File: src/hw/rtl/mpq_pkg.sv
// Package for the minimum priority queue: operation and status codes, field widths.
// No dependencies.
package mpq_pkg;

	localparam int FUNC_W   = 2;
	localparam int STATUS_W = 2;
	localparam int DATA_W   = 32;
	localparam int COUNT_W  = 5;

	localparam logic [FUNC_W-1:0] FUNC_INSERT = 2'd0;
	localparam logic [FUNC_W-1:0] FUNC_REMOVE = 2'd1;
	localparam logic [FUNC_W-1:0] FUNC_PEEK   = 2'd2;

	localparam logic [STATUS_W-1:0] STATUS_OK    = 2'd0;
	localparam logic [STATUS_W-1:0] STATUS_FULL  = 2'd1;
	localparam logic [STATUS_W-1:0] STATUS_EMPTY = 2'd2;

endpackage

File: src/hw/rtl/min_priority_queue_array.sv
// Top level of the minimum priority queue kept as an unsorted array.
// Depends on mpq_pkg and mpq_ram.
//
// Usage:
//   Drive func and value and raise start; the word is taken at a clock edge
//   where start is high and busy is low. Each word yields exactly one result,
//   shown on status, data and count for one cycle while done is high. The
//   receiver cannot stall, so the result must be captured in that cycle.
//   Insert: appends value at the end of the store, or reports full.
//   Remove: scans the store for the smallest signed value (first on ties),
//   returns it and shifts later entries down one place.
//   Peek: scans the same way and changes nothing.
// Sequencing:
//   insert, full, empty or unused code: done in the cycle after acceptance,
//   busy stays low.
//   peek: a scan over every entry, then done.
//   remove: the same scan, then a shift of the entries after the minimum.
//   All of it runs through one read port of the store and one signed comparator.
// Reset: the occupancy clears, though the count output register does not; store
//   contents are left as they are, and only entries below the occupancy are ever read.
module min_priority_queue_array
	import mpq_pkg::*;
#(
	parameter int DEPTH = 16
) (
	input  logic                       clk,
	input  logic                       arst_n,
	input  logic                       start,
	output logic                       busy,
	input  logic [FUNC_W-1:0]          func,
	input  logic signed [DATA_W-1:0]   value,
	output logic                       done,
	output logic [STATUS_W-1:0]        status,
	output logic signed [DATA_W-1:0]   data,
	output logic [COUNT_W-1:0]         count
);

	localparam int AW = $clog2(DEPTH);
	localparam int OW = $clog2(DEPTH + 1);

	typedef enum logic [1:0] {
		S_IDLE,
		S_SCAN,
		S_SHIFT
	} state_t;

	state_t                     state_q;
	logic [OW-1:0]              occ_q;
	logic [FUNC_W-1:0]          func_q;
	logic [OW-1:0]              rd_ptr_q;   // next store address to read
	logic                       ret_vld_q;  // read data arrives this cycle
	logic [AW-1:0]              ret_idx_q;  // address of the arriving data
	logic signed [DATA_W-1:0]   best_q;
	logic [AW-1:0]              best_idx_q;
	logic                       done_q;
	logic [STATUS_W-1:0]        status_q;
	logic signed [DATA_W-1:0]   data_q;
	logic [COUNT_W-1:0]         count_q;

	logic                       ram_we;
	logic [AW-1:0]              ram_waddr;
	logic [DATA_W-1:0]          ram_wdata;
	logic [AW-1:0]              ram_raddr;
	logic [DATA_W-1:0]          ram_rdata;

	logic                       issue;
	logic                       take;
	logic signed [DATA_W-1:0]   best_nxt;
	logic [AW-1:0]              best_idx_nxt;
	logic                       full;

	mpq_ram #(
		.WIDTH(DATA_W),
		.DEPTH(DEPTH)
	) u_store (
		.clk  (clk),
		.we   (ram_we),
		.waddr(ram_waddr),
		.wdata(ram_wdata),
		.raddr(ram_raddr),
		.rdata(ram_rdata)
	);

	assign full  = (occ_q == OW'(DEPTH));
	assign issue = (rd_ptr_q < occ_q);

	// Shared comparator: first arriving entry seeds the minimum, a later one
	// replaces it only when strictly smaller, which keeps the first on ties.
	assign take         = ret_vld_q && ((ret_idx_q == '0) || ($signed(ram_rdata) < best_q));
	assign best_nxt     = take ? $signed(ram_rdata) : best_q;
	assign best_idx_nxt = take ? ret_idx_q : best_idx_q;

	always_comb begin
		ram_we    = 1'b0;
		ram_waddr = occ_q[AW-1:0];
		ram_wdata = value;
		ram_raddr = rd_ptr_q[AW-1:0];
		case (state_q)
			S_IDLE: begin
				// append at the end of the store
				if (start && (func == FUNC_INSERT) && !full) begin
					ram_we = 1'b1;
				end
			end
			S_SHIFT: begin
				// move the arriving entry down one place
				if (ret_vld_q) begin
					ram_we    = 1'b1;
					ram_waddr = ret_idx_q - AW'(1);
					ram_wdata = ram_rdata;
				end
			end
			default: begin
			end
		endcase
	end

	always_ff @(posedge clk or negedge arst_n) begin
		if (!arst_n) begin
			state_q   <= S_IDLE;
			occ_q     <= '0;
			ret_vld_q <= 1'b0;
			done_q    <= 1'b0;
			rd_ptr_q  <= '0;
		end else begin
			done_q <= 1'b0;
			case (state_q)
				S_IDLE: begin
					if (start) begin
						func_q <= func;
						data_q <= '0;
						case (func)
							FUNC_INSERT: begin
								done_q <= 1'b1;
								if (full) begin
									status_q <= STATUS_FULL;
									count_q  <= COUNT_W'(occ_q);
								end else begin
									status_q <= STATUS_OK;
									occ_q    <= occ_q + OW'(1);
									count_q  <= COUNT_W'(occ_q + OW'(1));
								end
							end
							FUNC_REMOVE, FUNC_PEEK: begin
								if (occ_q == '0) begin
									done_q   <= 1'b1;
									status_q <= STATUS_EMPTY;
									count_q  <= '0;
								end else begin
									state_q   <= S_SCAN;
									rd_ptr_q  <= '0;
									ret_vld_q <= 1'b0;
								end
							end
							default: begin
								// unused code: no operation
								done_q   <= 1'b1;
								status_q <= STATUS_OK;
								count_q  <= COUNT_W'(occ_q);
							end
						endcase
					end
				end
				S_SCAN: begin
					ret_vld_q  <= issue;
					ret_idx_q  <= rd_ptr_q[AW-1:0];
					best_q     <= best_nxt;
					best_idx_q <= best_idx_nxt;
					if (issue) begin
						rd_ptr_q <= rd_ptr_q + OW'(1);
					end else if (func_q == FUNC_PEEK) begin
						// last entry compared: report the minimum
						done_q    <= 1'b1;
						status_q  <= STATUS_OK;
						data_q    <= best_nxt;
						count_q   <= COUNT_W'(occ_q);
						ret_vld_q <= 1'b0;
						state_q   <= S_IDLE;
					end else begin
						// start closing the gap from the entry after the minimum
						rd_ptr_q  <= OW'(best_idx_nxt) + OW'(1);
						ret_vld_q <= 1'b0;
						state_q   <= S_SHIFT;
					end
				end
				S_SHIFT: begin
					ret_vld_q <= issue;
					ret_idx_q <= rd_ptr_q[AW-1:0];
					if (issue) begin
						rd_ptr_q <= rd_ptr_q + OW'(1);
					end else begin
						// last move, if any, is written this cycle
						occ_q     <= occ_q - OW'(1);
						done_q    <= 1'b1;
						status_q  <= STATUS_OK;
						data_q    <= best_q;
						count_q   <= COUNT_W'(occ_q - OW'(1));
						ret_vld_q <= 1'b0;
						state_q   <= S_IDLE;
					end
				end
				default: begin
					state_q <= S_IDLE;
				end
			endcase
		end
	end

	assign busy   = (state_q != S_IDLE);
	assign done   = done_q;
	assign status = status_q;
	assign data   = data_q;
	assign count  = count_q;

endmodule

File: src/hw/rtl/mpq_ram.sv
// Generic simple dual-port RAM: one write port, one read port with registered data.
// No dependencies.
module mpq_ram #(
	parameter int WIDTH = 32,
	parameter int DEPTH = 16
) (
	input  logic                     clk,
	input  logic                     we,
	input  logic [$clog2(DEPTH)-1:0] waddr,
	input  logic [WIDTH-1:0]         wdata,
	input  logic [$clog2(DEPTH)-1:0] raddr,
	output logic [WIDTH-1:0]         rdata
);

	logic [WIDTH-1:0] mem [DEPTH];

	always_ff @(posedge clk) begin
		if (we) begin
			mem[waddr] <= wdata;
		end
		rdata <= mem[raddr];
	end

endmodule
File: config.mk
export PLATFORM = sky130hd
export DESIGN_NAME = min_priority_queue_array
export DESIGN_NICKNAME = d
export VERILOG_FILES = /design/src/hw/rtl/mpq_pkg.sv /design/src/hw/rtl/min_priority_queue_array.sv /design/src/hw/rtl/mpq_ram.sv
export SDC_FILE = /design/constraint.sdc
export NUM_CORES = 1
export LEC_CHECK = 0
export ABC_AREA = 0
export BUFFER_PORTS_ARGS = -buffer_cell sky130_fd_sc_hd__buf_2
export CORE_MARGIN = 4
export CORE_UTILIZATION = 62
export CTS_CLUSTER_DIAMETER = 200
export DETAILED_ROUTE_END_ITERATION = 12
export PLACE_DENSITY = 0.79
export SYNTH_ARGS = -nofsm -noshare
export SYNTH_HDL_FRONTEND = slang
export SYNTH_SLANG_ARGS = --single-unit
File: constraint.sdc
create_clock -name clk -period 7.29 [get_ports clk]
set_input_delay 0.729 -clock clk [delete_from_list [all_inputs] [get_ports clk]]
set_output_delay 0.729 -clock clk [all_outputs]
set_load 0.05 [all_outputs]
==> impl_table.tex, run 1 <==
\begin{tabular}{lr}
\hline
Metric & Value \\
\hline
\multicolumn{2}{l}{\textbf{Place}} \\
\quad Number of input and output port buffers inserted & 77 \\
\quad Post-DP Area & 27,200 µm² \\
\quad Routability congestion estimate from global placement & 0.816 \\
\quad Worst slack, placed & 3000 ps \\
\quad Post-DP HPWL & 31.0 mm \\
\multicolumn{2}{l}{\textbf{Logic synthesis}} \\
\quad Gate Count Post-Synth & 1,312 \\
\quad Number of distinct library cells after synthesis & 57 \\
\quad Most area-hungry cell type in the Yosys netlist & sky130\_fd\_sc\_hd\_\_edfxtp\_1 \\
\quad Sequential-to-total area share from yosys stat & 72.1\% \\
\quad Post-synth EDFFs & 593 \\
\quad Area contributors post-synth & sky130\_fd\_sc\_hd\_\_edfxtp\_1 (68\%), sky130\_fd\_sc\_hd\_\_mux4\_2 (14\%), sky130\_fd\_sc\_hd\_\_dfxtp\_1 (2.5\%), sky130\_fd\_sc\_hd\_\_ha\_1 (2.3\%), sky130\_fd\_sc\_hd\_\_mux2\_2 (1.8\%) \\
\quad Proportion of netlist area held by the largest area contributor & 68.3\% \\
\quad Average footprint of a synthesized cell & 19.9 µm² \\
\quad Top FF cell, synth & sky130\_fd\_sc\_hd\_\_edfxtp\_1 \\
\quad Post-Syn Area & 26,100 µm² \\
\quad Synth async-reset ratio & 2.19\% \\
\quad Syn nets & 1,396 \\
\quad Number of warnings reported in the yosys synthesis log & 0 \\
\quad Number of register bits inferred by synthesis & 639 \\
\multicolumn{2}{l}{\textbf{Die}} \\
\quad Die span in y & 213 µm \\
\quad Area of the core region & 41,200 µm² \\
\quad Horiz. Die Dim & 213 µm \\
\quad Top-level I/O count & 78 \\
\quad Die footprint & 45,400 µm² \\
\quad Effective utilization at floorplan & 63.3\% \\
\quad Num rows & 74 \\
\multicolumn{2}{l}{\textbf{Pwr}} \\
\quad Switching share of power & 30.8\% \\
\quad Clock network fraction of design power & 29.1\% \\
\quad Power density normalized to cell area & 367 nW/µm² \\
\quad Total design power & 10.7 mW \\
\quad Combinational share of power & 25.5\% \\
\quad Sequential fraction of design power & 45.4\% \\
\quad Peak supply drop & 0.253 mV \\
\quad Total leakage power & 9.64 nW \\
\quad Internal power of the cells & 7.41 mW \\
\quad Net Switching & 3.29 mW \\
\multicolumn{2}{l}{\textbf{Layout}} \\
\quad Final instance area & 29,200 µm² \\
\quad Fillcell total & 2,404 \\
\quad Share of the core filled with cells in the final layout & 70.8\% \\
\quad Fraction of layout instances using a drive strength above 1 & 30.7\% \\
\quad Final-stage net count & 1,489 \\
\quad N\_diodes & 0 \\
\quad Area added between synthesis and finish & 11.7\% \\
\multicolumn{2}{l}{\textbf{Clock tree}} \\
\quad Latest clock arrival within the worst-skew pair & 650 ps \\
\quad Setup Fix Bufs, Post-CTS & 0 \\
\quad Buffer depth of the longest clock path & 3 \\
\quad Count of instances resized after the clock tree is built & 0 \\
\quad Cell chosen for the clock root & sky130\_fd\_sc\_hd\_\_clkbuf\_16 \\
\quad CTS clock-pin slew for the worst setup and hold paths & 60 ps \\
\quad H-tree lvl count & 2 \\
\quad Clock tree from TritonCTS & yes \\
\quad CTS Buf Count & 60 \\
\quad Total of hold buffers inserted after clock tree synthesis & 0 \\
\quad Clk sinks & 639 \\
\multicolumn{2}{l}{\textbf{Detailed routing}} \\
\quad Drc violations & 0 \\
\quad Total wire length & 57.3 mm \\
\quad Drt initial violations & 1,708 \\
\quad Mean number of vias per cell & 6.67 \\
\quad DR WL/cell & 28.8 µm \\
\quad Vias post-DR & 13,300 \\
\quad Routed Antenna Nets & 0 \\
\quad TritonRoute pass-1 iters & 7 \\
\multicolumn{2}{l}{\textbf{Critical path}} \\
\quad Element type at the critical path end & flop \\
\quad Critical Setup Path Class & flop to flop \\
\quad Launch point of the critical path & state\_q[0]\$\_DFFE\_PN0P\_ \\
\quad Worst path required time & 7520 ps \\
\quad Crit start category & flop \\
\quad Origin of the critical flop-to-flop path & state\_q[0]\$\_DFFE\_PN0P\_ \\
\quad Arrival time at the worst endpoint & 4580 ps \\
\quad Largest fanout of any net on the critical path & 32 \\
\multicolumn{2}{l}{\textbf{Global route}} \\
\quad Vias in the first global route & 13,400 \\
\quad Antenna violations before repair & 0 \\
\quad Most utilized layer in the global route result & met2 \\
\quad Total overflow reported by the global router & 0 \\
\quad Grt met1 use & 38.0\% \\
\quad Global routing usage on met2 & 41.2\% \\
\quad Largest net degree at the start of global routing & 50 \\
\quad Met3 global-route usage & 5.35\% \\
\quad Overall routing resource usage & 25.9\% \\
\quad Global-route wire length before repair & 85.9 mm \\
\multicolumn{2}{l}{\textbf{STA}} \\
\quad Crit path setup slack, layout & 2940 ps \\
\quad Post-Route Setup TNS & 0 ps \\
\quad Min Tclk post-route & 4350 ps \\
\quad Unrepaired setup endpoints after global routing & no \\
\quad Slew at the pin closest to its max-slew limit & 1270 ps \\
\quad Final Cycle Share & 59.7\% \\
\quad Worst slew margin & 14.4\% \\
\quad Finish-stage setup viols & 0 \\
\quad Final Hold Fails & 0 \\
\quad Worst Skew & 33.8 ps \\
\quad Max Freq & 230 MHz \\
\quad Slew Limit Fails & 0 \\
\multicolumn{2}{l}{\textbf{Worst hold path}} \\
\quad HP Class & input port to asynchronous set/reset pin \\
\multicolumn{2}{l}{\textbf{Status}} \\
\quad Status & complete, no violations \\
\multicolumn{2}{l}{\textbf{Job}} \\
\quad Max-cap viol count & 0 \\
\hline
\end{tabular}
-- cells by family after synthesis --
kind of cell	Yosys count	share of synthesized area [%]
adders and majority gates	47	2.25
xor gates and xnor gates	10	0.336
DFF	639	72.1
muxes	230	17.2
and+or+nand+nor	139	2.57
buffers and inverters	116	1.76
AOI/OAI and AO/OA	131	3.79
-- power by group through the flow --
| stage | clock [mW] | sequential (mW) | combinational [mW] |
|---|---|---|---|
| 2_1_floorplan | 0 | 4.96 | 1.92 |
| 5_1_grt | 3.32 | 4.89 | 2.94 |
| 6_report | 3.12 | 4.86 | 2.73 |
| 3_3_place_gp | 0 | 4.91 | 2.63 |
| 3_5_place_dp | 0 | 4.93 | 2.71 |
| 4_1_cts | 3.16 | 4.86 | 2.73 |
-- cell type report --
cell class | count | area (µm²) | area share [%]
inverter | 48 | 180 | 0.618
multi-input combinational | 557 | 6970 | 23.9
clock buffer | 84 | 1670 | 5.74
timing repair buffer | 99 | 551 | 1.89
clock inverter | 30 | 308 | 1.06
sequential | 639 | 18800 | 64.5
tap | 532 | 666 | 2.28
-- flip-flops by register name, summed over array words and instances, names as in the netlist, 4 cells and up --
| register | count |
|---|---|
| ret_idx_q | 4 |
| data | 32 |
| rd_ptr_q | 5 |
| best_q | 32 |
| occ_q | 5 |
| count | 5 |
| best_idx_q | 4 |
| u_store.rdata | 32 |
| u_store.mem | 512 |
-- critical path, cell delays in order, from the launching register on --
cell,delay [ps]
sky130_fd_sc_hd__dfrtp_1,410
sky130_fd_sc_hd__inv_1,100
sky130_fd_sc_hd__ha_1,600
sky130_fd_sc_hd__nand2_2,500
sky130_fd_sc_hd__buf_4,440
sky130_fd_sc_hd__o21ai_0,240
sky130_fd_sc_hd__o21ai_0,550
sky130_fd_sc_hd__nor2_4,1080
-- cells in the mapped netlist, drive strengths merged, types with 3 or more instances --
library cell / number
edfxtp: 593
a221oi: 6
and2: 3
ha: 47
nand4: 8
nand3: 17
nor3: 14
nor2: 38
a31oi: 4
o2111ai: 3
mux2: 67
a21oi: 27
o31ai: 5
inv: 46
nand2b: 7
clkbuf: 50
xnor2: 10
nor2b: 7
o21ai: 20
nand2: 34
a32o: 32
mux4: 161
dfrtp: 14
o211ai: 4
dfxtp: 32
a21o: 9
buf: 18
or4: 3
and3: 3
a211o: 4
-- through the flow --
stage | instances | hold WS [ps]
final | 1989 | 27.1
after floorplan | 1312 | 433
after global placement | 1875 | 542
after detailed placement | 1875 | 563
after global routing | 1989 | 30.3
after CTS | 1989 | 11.7
-- routing by layer --
layer | wire length [µm] | vias to the layer above
li1 | - | 5595
met4 | 1330 | 0
met1 | 23000 | 6889
met2 | 28200 | 687
met3 | 4870 | 95
met5 | 0 | -
-- cell usage in the layout, fill, tap and decap left out, drive strengths merged, types with 2 or more instances in the layout --
cell type	count
a2111oi	2
a211o	4
a21boi	2
a21o	9
a21oi	27
a221oi	6
a22oi	2
a31oi	4
a32o	32
a41oi	2
and2	3
and3	3
buf	99
bufinv	4
clkbuf	84
clkinv	24
clkinvlp	3
dfrtp	14
dfxtp	32
edfxtp	593
ha	47
inv	47
mux2	67
mux2i	2
mux4	161
nand2	34
nand2b	7
nand3	17
nand4	8
nor2	38
nor2b	7
nor3	14
o2111ai	3
o211ai	4
o21a	2
o21ai	20
o31ai	5
or4	3
xnor2	10
-- path summary, 6_finish.rpt --
| check | slack (ps) | endpoint | cells past startpoint |
|---|---|---|---|
| min | 30 | occ_q[4]$_DFFE_PN0P_ | 1 |
| max in group asynchronous | 6930 | rd_ptr_q[0]$_DFFE_PN0P_ | 1 |
| min reg2reg | 570 | state_q[0]$_DFFE_PN0P_ | 1 |
| max reg2reg | 2940 | u_store.mem[2][27]$_DFFE_PP_ | 7 |
| max | 2940 | u_store.mem[2][27]$_DFFE_PP_ | 7 |
| min in group clk | 310 | func_q[1]$_DFFE_PP_ | 1 |
Power figures use the tool's default switching activity.
==> run 2: changes to the inputs <==
Settings changed: CORE_UTILIZATION 62 to 56, PLACE_DENSITY 0.79 to 0.76.
Clock period 7.29 ns to 3.58 ns, I/O delays scaled along.
==> run 2 against run 1 <==
Compared with the run above:
- setup slack got worse by 2700 ps
- combinational power rose by 120%
- core utilization fell by 5.4 points
- global-route usage fell by 1.4 points
- highest routed layer unchanged
- sequential power rose by 100%
- clock power rose by 110%
- largest power group unchanged
- final cell count rose by 5.5%
- routed wire length rose by 5.5%
- via count rose by 3.0%
- hold slack improved by 150 ps
==> impl_table.tex, run 2 (synthesized netlist as in run 1, its figures left out) <==
\begin{tabular}{lr}
\hline
Metric & Value \\
\hline
\multicolumn{2}{l}{\textbf{Detailed routing}} \\
\quad Routed Antenna Nets & 0 \\
\quad Drc violations & 0 \\
\quad Drt initial violations & 1,692 \\
\quad Vias post-DR & 13,700 \\
\quad Mean number of vias per cell & 6.51 \\
\quad Total wire length & 60.5 mm \\
\quad DR WL/cell & 28.8 µm \\
\quad TritonRoute pass-1 iters & 5 \\
\multicolumn{2}{l}{\textbf{Pwr}} \\
\quad Total leakage power & 9.93 nW \\
\quad Peak supply drop & 0.693 mV \\
\quad Total design power & 22.2 mW \\
\quad Power density normalized to cell area & 744 nW/µm² \\
\multicolumn{2}{l}{\textbf{Place}} \\
\quad Number of placed cells counting well taps & 1,985 \\
\quad Number of input and output port buffers inserted & 77 \\
\quad Routability congestion estimate from global placement & 0.892 \\
\quad Post-DP HPWL & 34.2 mm \\
\quad Worst slack, placed & 268 ps \\
\multicolumn{2}{l}{\textbf{Die}} \\
\quad Num rows & 78 \\
\quad Effective utilization at floorplan & 57.1\% \\
\quad Area of the core region & 45,700 µm² \\
\quad Top-level I/O count & 78 \\
\quad Die footprint & 50,100 µm² \\
\quad Die span in y & 224 µm \\
\quad Horiz. Die Dim & 224 µm \\
\multicolumn{2}{l}{\textbf{Global route}} \\
\quad Grt met1 use & 35.8\% \\
\quad Met3 global-route usage & 4.90\% \\
\quad Global-route wire length before repair & 90.7 mm \\
\quad Overall routing resource usage & 24.5\% \\
\quad Largest net degree at the start of global routing & 133 \\
\quad Antenna violations before repair & 0 \\
\quad Global routing usage on met2 & 38.7\% \\
\quad Most utilized layer in the global route result & met2 \\
\quad Vias in the first global route & 13,800 \\
\quad Total overflow reported by the global router & 0 \\
\multicolumn{2}{l}{\textbf{STA}} \\
\quad Min Tclk post-route & 3380 ps \\
\quad Unrepaired setup endpoints after global routing & no \\
\quad Final Cycle Share & 94.3\% \\
\quad Worst Skew & 27.3 ps \\
\quad Crit path setup slack, layout & 203 ps \\
\quad Slew at the pin closest to its max-slew limit & 960 ps \\
\quad Final Hold Fails & 0 \\
\quad Worst slew margin & 36.0\% \\
\quad Post-Route Setup TNS & 0 ps \\
\quad Slew Limit Fails & 0 \\
\quad Worst Hold Slack & 177 ps \\
\quad Finish-stage setup viols & 0 \\
\quad Max Freq & 296 MHz \\
\multicolumn{2}{l}{\textbf{Layout}} \\
\quad Highest-count cells in the layout ignoring fill and taps & sky130\_fd\_sc\_hd\_\_edfxtp\_1 (593), sky130\_fd\_sc\_hd\_\_mux4\_2 (161), sky130\_fd\_sc\_hd\_\_buf\_2 (77), sky130\_fd\_sc\_hd\_\_clkbuf\_16 (60) \\
\quad Most common cell after layout, fill and taps aside & sky130\_fd\_sc\_hd\_\_edfxtp\_1 \\
\quad Area added between synthesis and finish & 14.5\% \\
\quad Fraction of layout instances using a drive strength above 1 & 32.6\% \\
\quad Area of all sequential standard cells & 18,800 µm² \\
\quad Register with the highest flop count & u\_store.mem \\
\quad Largest register FFs & 512 \\
\quad Fin cells & 2,099 \\
\quad Combined area of the multi-input logic cells & 6990 µm² \\
\quad Fillcell total & 2,961 \\
\quad Final-stage net count & 1,534 \\
\quad N\_diodes & 0 \\
\multicolumn{2}{l}{\textbf{Clock tree}} \\
\quad Clk sinks & 639 \\
\quad Latest clock arrival within the worst-skew pair & 620 ps \\
\quad CTS Buf Count & 60 \\
\quad CTS clock-pin slew for the worst setup and hold paths & 70 ps \\
\quad Clock tree from TritonCTS & yes \\
\quad H-tree lvl count & 2 \\
\quad Buffer depth of the longest clock path & 3 \\
\quad Cell chosen for the clock root & sky130\_fd\_sc\_hd\_\_clkbuf\_16 \\
\multicolumn{2}{l}{\textbf{Critical path}} \\
\quad Origin of the critical flop-to-flop path & occ\_q[0]\$\_DFFE\_PN0P\_ \\
\quad Worst path required time & 3880 ps \\
\quad Crit path to & u\_store.mem[14][22]\$\_DFFE\_PP\_ \\
\quad Largest fanout of any net on the critical path & 20 \\
\quad Crit start category & flop \\
\quad Arrival time at the worst endpoint & 3680 ps \\
\quad Critical Setup Path Class & flop to flop \\
\quad Element type at the critical path end & flop \\
\quad R2R Setup Slk & 200 ps \\
\quad Launch point of the critical path & occ\_q[0]\$\_DFFE\_PN0P\_ \\
\quad Critical register-to-register path endpoint & u\_store.mem[14][22]\$\_DFFE\_PP\_ \\
\quad Reg2reg path depth & 11 \\
\multicolumn{2}{l}{\textbf{Status}} \\
\quad Status & complete, no violations \\
\multicolumn{2}{l}{\textbf{Worst hold path}} \\
\quad HP Class & input port to flop \\
\multicolumn{2}{l}{\textbf{Job}} \\
\quad Max-cap viol count & 0 \\
\hline
\end{tabular}
run 2: where the power goes:
group	leakage, nW	switching, mW	internal (mW)
Clock	0.977	2.70	3.79
Combinational	3.16	3.55	2.42
Sequential	5.80	0.507	9.25
run 2: what timing repair did:
item                                    CTS  global route
endpoints found under the setup margin    0             1
hold endpoints to repair                 16             0
hold buffers                              3             0
resized for setup                         0             1
setup buffers                             0             0
run 2: critical path, stage by stage, from the launching register on:
cell                       delay (ps)
sky130_fd_sc_hd__dfrtp_1          560
sky130_fd_sc_hd__inv_1            160
sky130_fd_sc_hd__ha_1             240
sky130_fd_sc_hd__nand2b_1         180
sky130_fd_sc_hd__nor2_1           120
sky130_fd_sc_hd__nand2_1          140
sky130_fd_sc_hd__nand2_1           80
sky130_fd_sc_hd__o21ai_0          480
sky130_fd_sc_hd__o21ai_0          220
sky130_fd_sc_hd__buf_4            230
sky130_fd_sc_hd__nor2_4           340
sky130_fd_sc_hd__buf_12           260
run 2: metal layers:
| metal | vias to the layer above | routed length [µm] |
|---|---|---|
| li1 | 5705 | - |
| met1 | 7187 | 24100 |
| met2 | 680 | 29400 |
| met3 | 96 | 5680 |
| met4 | 0 | 1370 |
| met5 | - | 0 |
run 2: area by class of cell:
type                            count  area share (%)
Multi-Input combinational cell    557            23.4
Clock buffer                       79            5.33
Tap cell                          600            2.51
Inverter                           48           0.603
Clock inverter                     32            1.39
Timing Repair Buffer              144            3.80
Sequential cell                   639            63.0
run 2: how the worst min path moves through the flow:
stage	from	end	slack (ps)	cells after the start
6_report	start	func_q[1]$_DFFE_PP_	180	2
2_1_floorplan	arst_n	done$_DFF_PN0_	60	0
3_5_place_dp	arst_n	occ_q[3]$_DFFE_PN0P_	330	2
3_3_place_gp	arst_n	occ_q[3]$_DFFE_PN0P_	330	2
4_1_cts	start	func_q[1]$_DFFE_PP_	150	2
5_1_grt	start	func_q[1]$_DFFE_PP_	180	2
run 2: per-stage QoR:
| stage | util (%) | instance area (µm²) |
|---|---|---|
| 2_1_floorplan | - | 26100 |
| 3_3_place_gp | 60.9 | 27800 |
| 3_5_place_dp | 60.9 | 27800 |
| 4_1_cts | 65.4 | 29900 |
| 5_1_grt | 65.4 | 29900 |
| 6_report | 65.4 | 29900 |
==> run 3: changes to the inputs <==
Settings changed: CELL_PAD_IN_SITES_DETAIL_PLACEMENT set to 0, CELL_PAD_IN_SITES_GLOBAL_PLACEMENT set to 1, CORE_UTILIZATION 56 to 55, PLACE_DENSITY 0.76 to unset, PLACE_DENSITY_LB_ADDON set to 0.1.
Clock period 3.58 ns to 3.39 ns, I/O delays scaled along.
==> run 3 against run 2 <==
Compared with the run above:
- clock-buffer cell count rose by 12
- final cell count rose by 1.6%
- non-clock buffer count rose by 17
- die area rose by 1.8%
- clock skew fell by 7.6 ps
- critical path type unchanged
- largest cell class unchanged
- largest power group unchanged
==> impl_table.tex, run 3 (synthesized netlist as in run 1, its figures left out) <==
\begin{tabular}{lr}
\hline
Metric & Value \\
\hline
\multicolumn{2}{l}{\textbf{Die}} \\
\quad Area of the core region & 46,800 µm² \\
\quad Top-level I/O count & 78 \\
\quad Effective utilization at floorplan & 55.8\% \\
\quad Die footprint & 51,000 µm² \\
\quad Num rows & 79 \\
\quad Horiz. Die Dim & 226 µm \\
\quad Die span in y & 226 µm \\
\multicolumn{2}{l}{\textbf{Pwr}} \\
\quad Peak supply drop & 0.563 mV \\
\quad Combinational share of power & 27.2\% \\
\quad Total design power & 24.1 mW \\
\quad Power density normalized to cell area & 796 nW/µm² \\
\quad Total leakage power & 10.1 nW \\
\quad Switching share of power & 30.7\% \\
\quad Internal power of the cells & 16.7 mW \\
\quad Sequential fraction of design power & 42.8\% \\
\quad Net Switching & 7.37 mW \\
\quad Clock network fraction of design power & 30.1\% \\
\multicolumn{2}{l}{\textbf{Critical path}} \\
\quad R2R Setup Slk & 210 ps \\
\quad Element type at the critical path end & flop \\
\quad Slowest stage delay, CP & 380 ps \\
\quad Critical Setup Path Class & flop to flop \\
\quad Origin of the critical flop-to-flop path & best\_q[5]\$\_DFFE\_PP\_ \\
\quad Worst path required time & 3730 ps \\
\quad Largest fanout of any net on the critical path & 25 \\
\quad Crit start category & flop \\
\quad Reg2reg path depth & 11 \\
\quad Crit path cell chain & inv\_1, ha\_1, a21o\_1, a221oi\_1, o21ai\_1, a211o\_1, a41oi\_2, nand2\_4, buf\_6, mux2\_4, a32o\_1 \\
\quad Critical register-to-register path endpoint & data[16]\$\_DFFE\_PP\_ \\
\quad Arrival time at the worst endpoint & 3520 ps \\
\quad Cell type of the slowest stage on the worst timing path & sky130\_fd\_sc\_hd\_\_a211o\_1 \\
\multicolumn{2}{l}{\textbf{Detailed routing}} \\
\quad TritonRoute pass-1 iters & 5 \\
\quad Drc violations & 0 \\
\quad Routed Antenna Nets & 0 \\
\quad Mean number of vias per cell & 6.32 \\
\quad DR WL/cell & 28.9 µm \\
\quad Drt initial violations & 1,305 \\
\quad Total wire length & 61.6 mm \\
\quad Vias post-DR & 13,500 \\
\multicolumn{2}{l}{\textbf{Place}} \\
\quad Number of input and output port buffers inserted & 77 \\
\quad Post-DP Area & 28,000 µm² \\
\quad Post-DP HPWL & 36.1 mm \\
\quad Worst slack, placed & 35.6 ps \\
\quad Routability congestion estimate from global placement & 0.828 \\
\multicolumn{2}{l}{\textbf{STA}} \\
\quad Worst Skew & 19.7 ps \\
\quad Unrepaired setup endpoints after global routing & no \\
\quad Slew Limit Fails & 0 \\
\quad Final Hold Fails & 0 \\
\quad Worst slew margin & 28.0\% \\
\quad Slew at the pin closest to its max-slew limit & 1080 ps \\
\quad Max Freq & 315 MHz \\
\quad Final Cycle Share & 93.8\% \\
\quad Crit path setup slack, layout & 211 ps \\
\quad Post-Route Setup TNS & 0 ps \\
\quad Finish-stage setup viols & 0 \\
\quad Min Tclk post-route & 3180 ps \\
\multicolumn{2}{l}{\textbf{Layout}} \\
\quad Most common cell after layout, fill and taps aside & sky130\_fd\_sc\_hd\_\_edfxtp\_1 \\
\quad Highest-count cells in the layout ignoring fill and taps & sky130\_fd\_sc\_hd\_\_edfxtp\_1 (593), sky130\_fd\_sc\_hd\_\_mux4\_2 (161), sky130\_fd\_sc\_hd\_\_buf\_2 (77), sky130\_fd\_sc\_hd\_\_clkbuf\_16 (67), sky130\_fd\_sc\_hd\_\_buf\_4 (59) \\
\quad Register with the highest flop count & u\_store.mem \\
\quad Final instance area & 30,200 µm² \\
\quad Share of the core filled with cells in the final layout & 64.6\% \\
\quad Fraction of layout instances using a drive strength above 1 & 33.7\% \\
\quad Area added between synthesis and finish & 15.8\% \\
\quad Fillcell total & 3,195 \\
\quad Largest register FFs & 512 \\
\quad N\_diodes & 0 \\
\quad Final-stage net count & 1,557 \\
\multicolumn{2}{l}{\textbf{Status}} \\
\quad Status & complete, no violations \\
\multicolumn{2}{l}{\textbf{Global route}} \\
\quad Largest net degree at the start of global routing & 133 \\
\quad Global-route wire length before repair & 92.0 mm \\
\quad Antenna violations before repair & 0 \\
\quad Vias in the first global route & 13,600 \\
\quad Overall routing resource usage & 24.8\% \\
\quad Total overflow reported by the global router & 0 \\
\multicolumn{2}{l}{\textbf{Clock tree}} \\
\quad Clk sinks & 639 \\
\quad Setup Fix Bufs, Post-CTS & 0 \\
\quad H-tree lvl count & 3 \\
\quad Buffer depth of the longest clock path & 3 \\
\quad CTS Buf Count & 66 \\
\quad Latest clock arrival within the worst-skew pair & 600 ps \\
\quad CTS clock-pin slew for the worst setup and hold paths & 70 ps \\
\quad Cell chosen for the clock root & sky130\_fd\_sc\_hd\_\_clkbuf\_16 \\
\quad Clock tree from TritonCTS & yes \\
\multicolumn{2}{l}{\textbf{Job}} \\
\quad Max-cap viol count & 0 \\
\multicolumn{2}{l}{\textbf{Worst hold path}} \\
\quad HP Class & input port to asynchronous set/reset pin \\
\hline
\end{tabular}
==> run 3: how the worst max path moves through the flow <==
stage                               startpoint                      endpoint  depth (start not counted)
after floorplan           occ_q[0]$_DFFE_PN0P_  u_store.mem[14][0]$_DFFE_PP_                         10
after global routing       best_q[5]$_DFFE_PP_       rd_ptr_q[1]$_DFFE_PN0P_                         14
after CTS                  best_q[5]$_DFFE_PP_       rd_ptr_q[1]$_DFFE_PN0P_                         13
after detailed placement   best_q[5]$_DFFE_PP_       rd_ptr_q[1]$_DFFE_PN0P_                         13
after global placement     best_q[5]$_DFFE_PP_            data[17]$_DFFE_PP_                         11
final                      best_q[5]$_DFFE_PP_            data[16]$_DFFE_PP_                         11
==> run 3: timing repair <==
item | 4_1_cts | 5_1_grt
hold buffers | 3 | 0
resized for setup | 0 | 4
hold endpoints to repair | 16 | 0
setup endpoints to repair | 0 | 62
==> run 3: layer usage <==
metal | vias up | global-route usage [%] | share of wire (%)
met3 | 72 | 3.22 | 6.1
met5 | - | 0 | 0
li1 | 5748 | - | -
met2 | 469 | 38.2 | 48
met4 | 0 | 6.03 | 1.6
met1 | 7193 | 38.6 | 44
==> run 3: power groups by stage <==
| stage | registers, mW | logic, mW | clock network [mW] |
|---|---|---|---|
| after detailed placement | 10.4 | 6.53 | 0 |
| after global placement | 10.4 | 6.45 | 0 |
| after CTS | 10.3 | 6.55 | 7.36 |
| final | 10.3 | 6.54 | 7.23 |
| after floorplan | 10.7 | 4.21 | 0 |
| after global routing | 10.3 | 7.03 | 7.71 |
==> run 3: per-stage QoR <==
step,cells,hold slack (ps)
2_1_floorplan,1312,43.4
3_3_place_gp,2009,304
4_1_cts,2133,183
5_1_grt,2133,246
6_report,2133,212
3_5_place_dp,2009,305
==> run 3: area by class of cell <==
cell class	count	area [µm²]	share of cell area, %
Sequential cell	639	18800	62.2
Clock inverter	30	327	1.08
Timing Repair Buffer	161	1290	4.27
Inverter	48	183	0.605
Tap cell	607	759	2.51
Multi-Input combinational cell	557	7020	23.2
Clock buffer	91	1830	6.05
==> run 3: worst max-delay path: cells and delay by family, from the launching register on <==
kind / cells / cell delay [ps]
adders and majority gates: 1 / 310
AOI/OAI and AO/OA: 6 / 1490
buffers and inverters: 2 / 290
DFF: 1 / 370
muxes: 1 / 340
and+or+nand+nor: 1 / 110
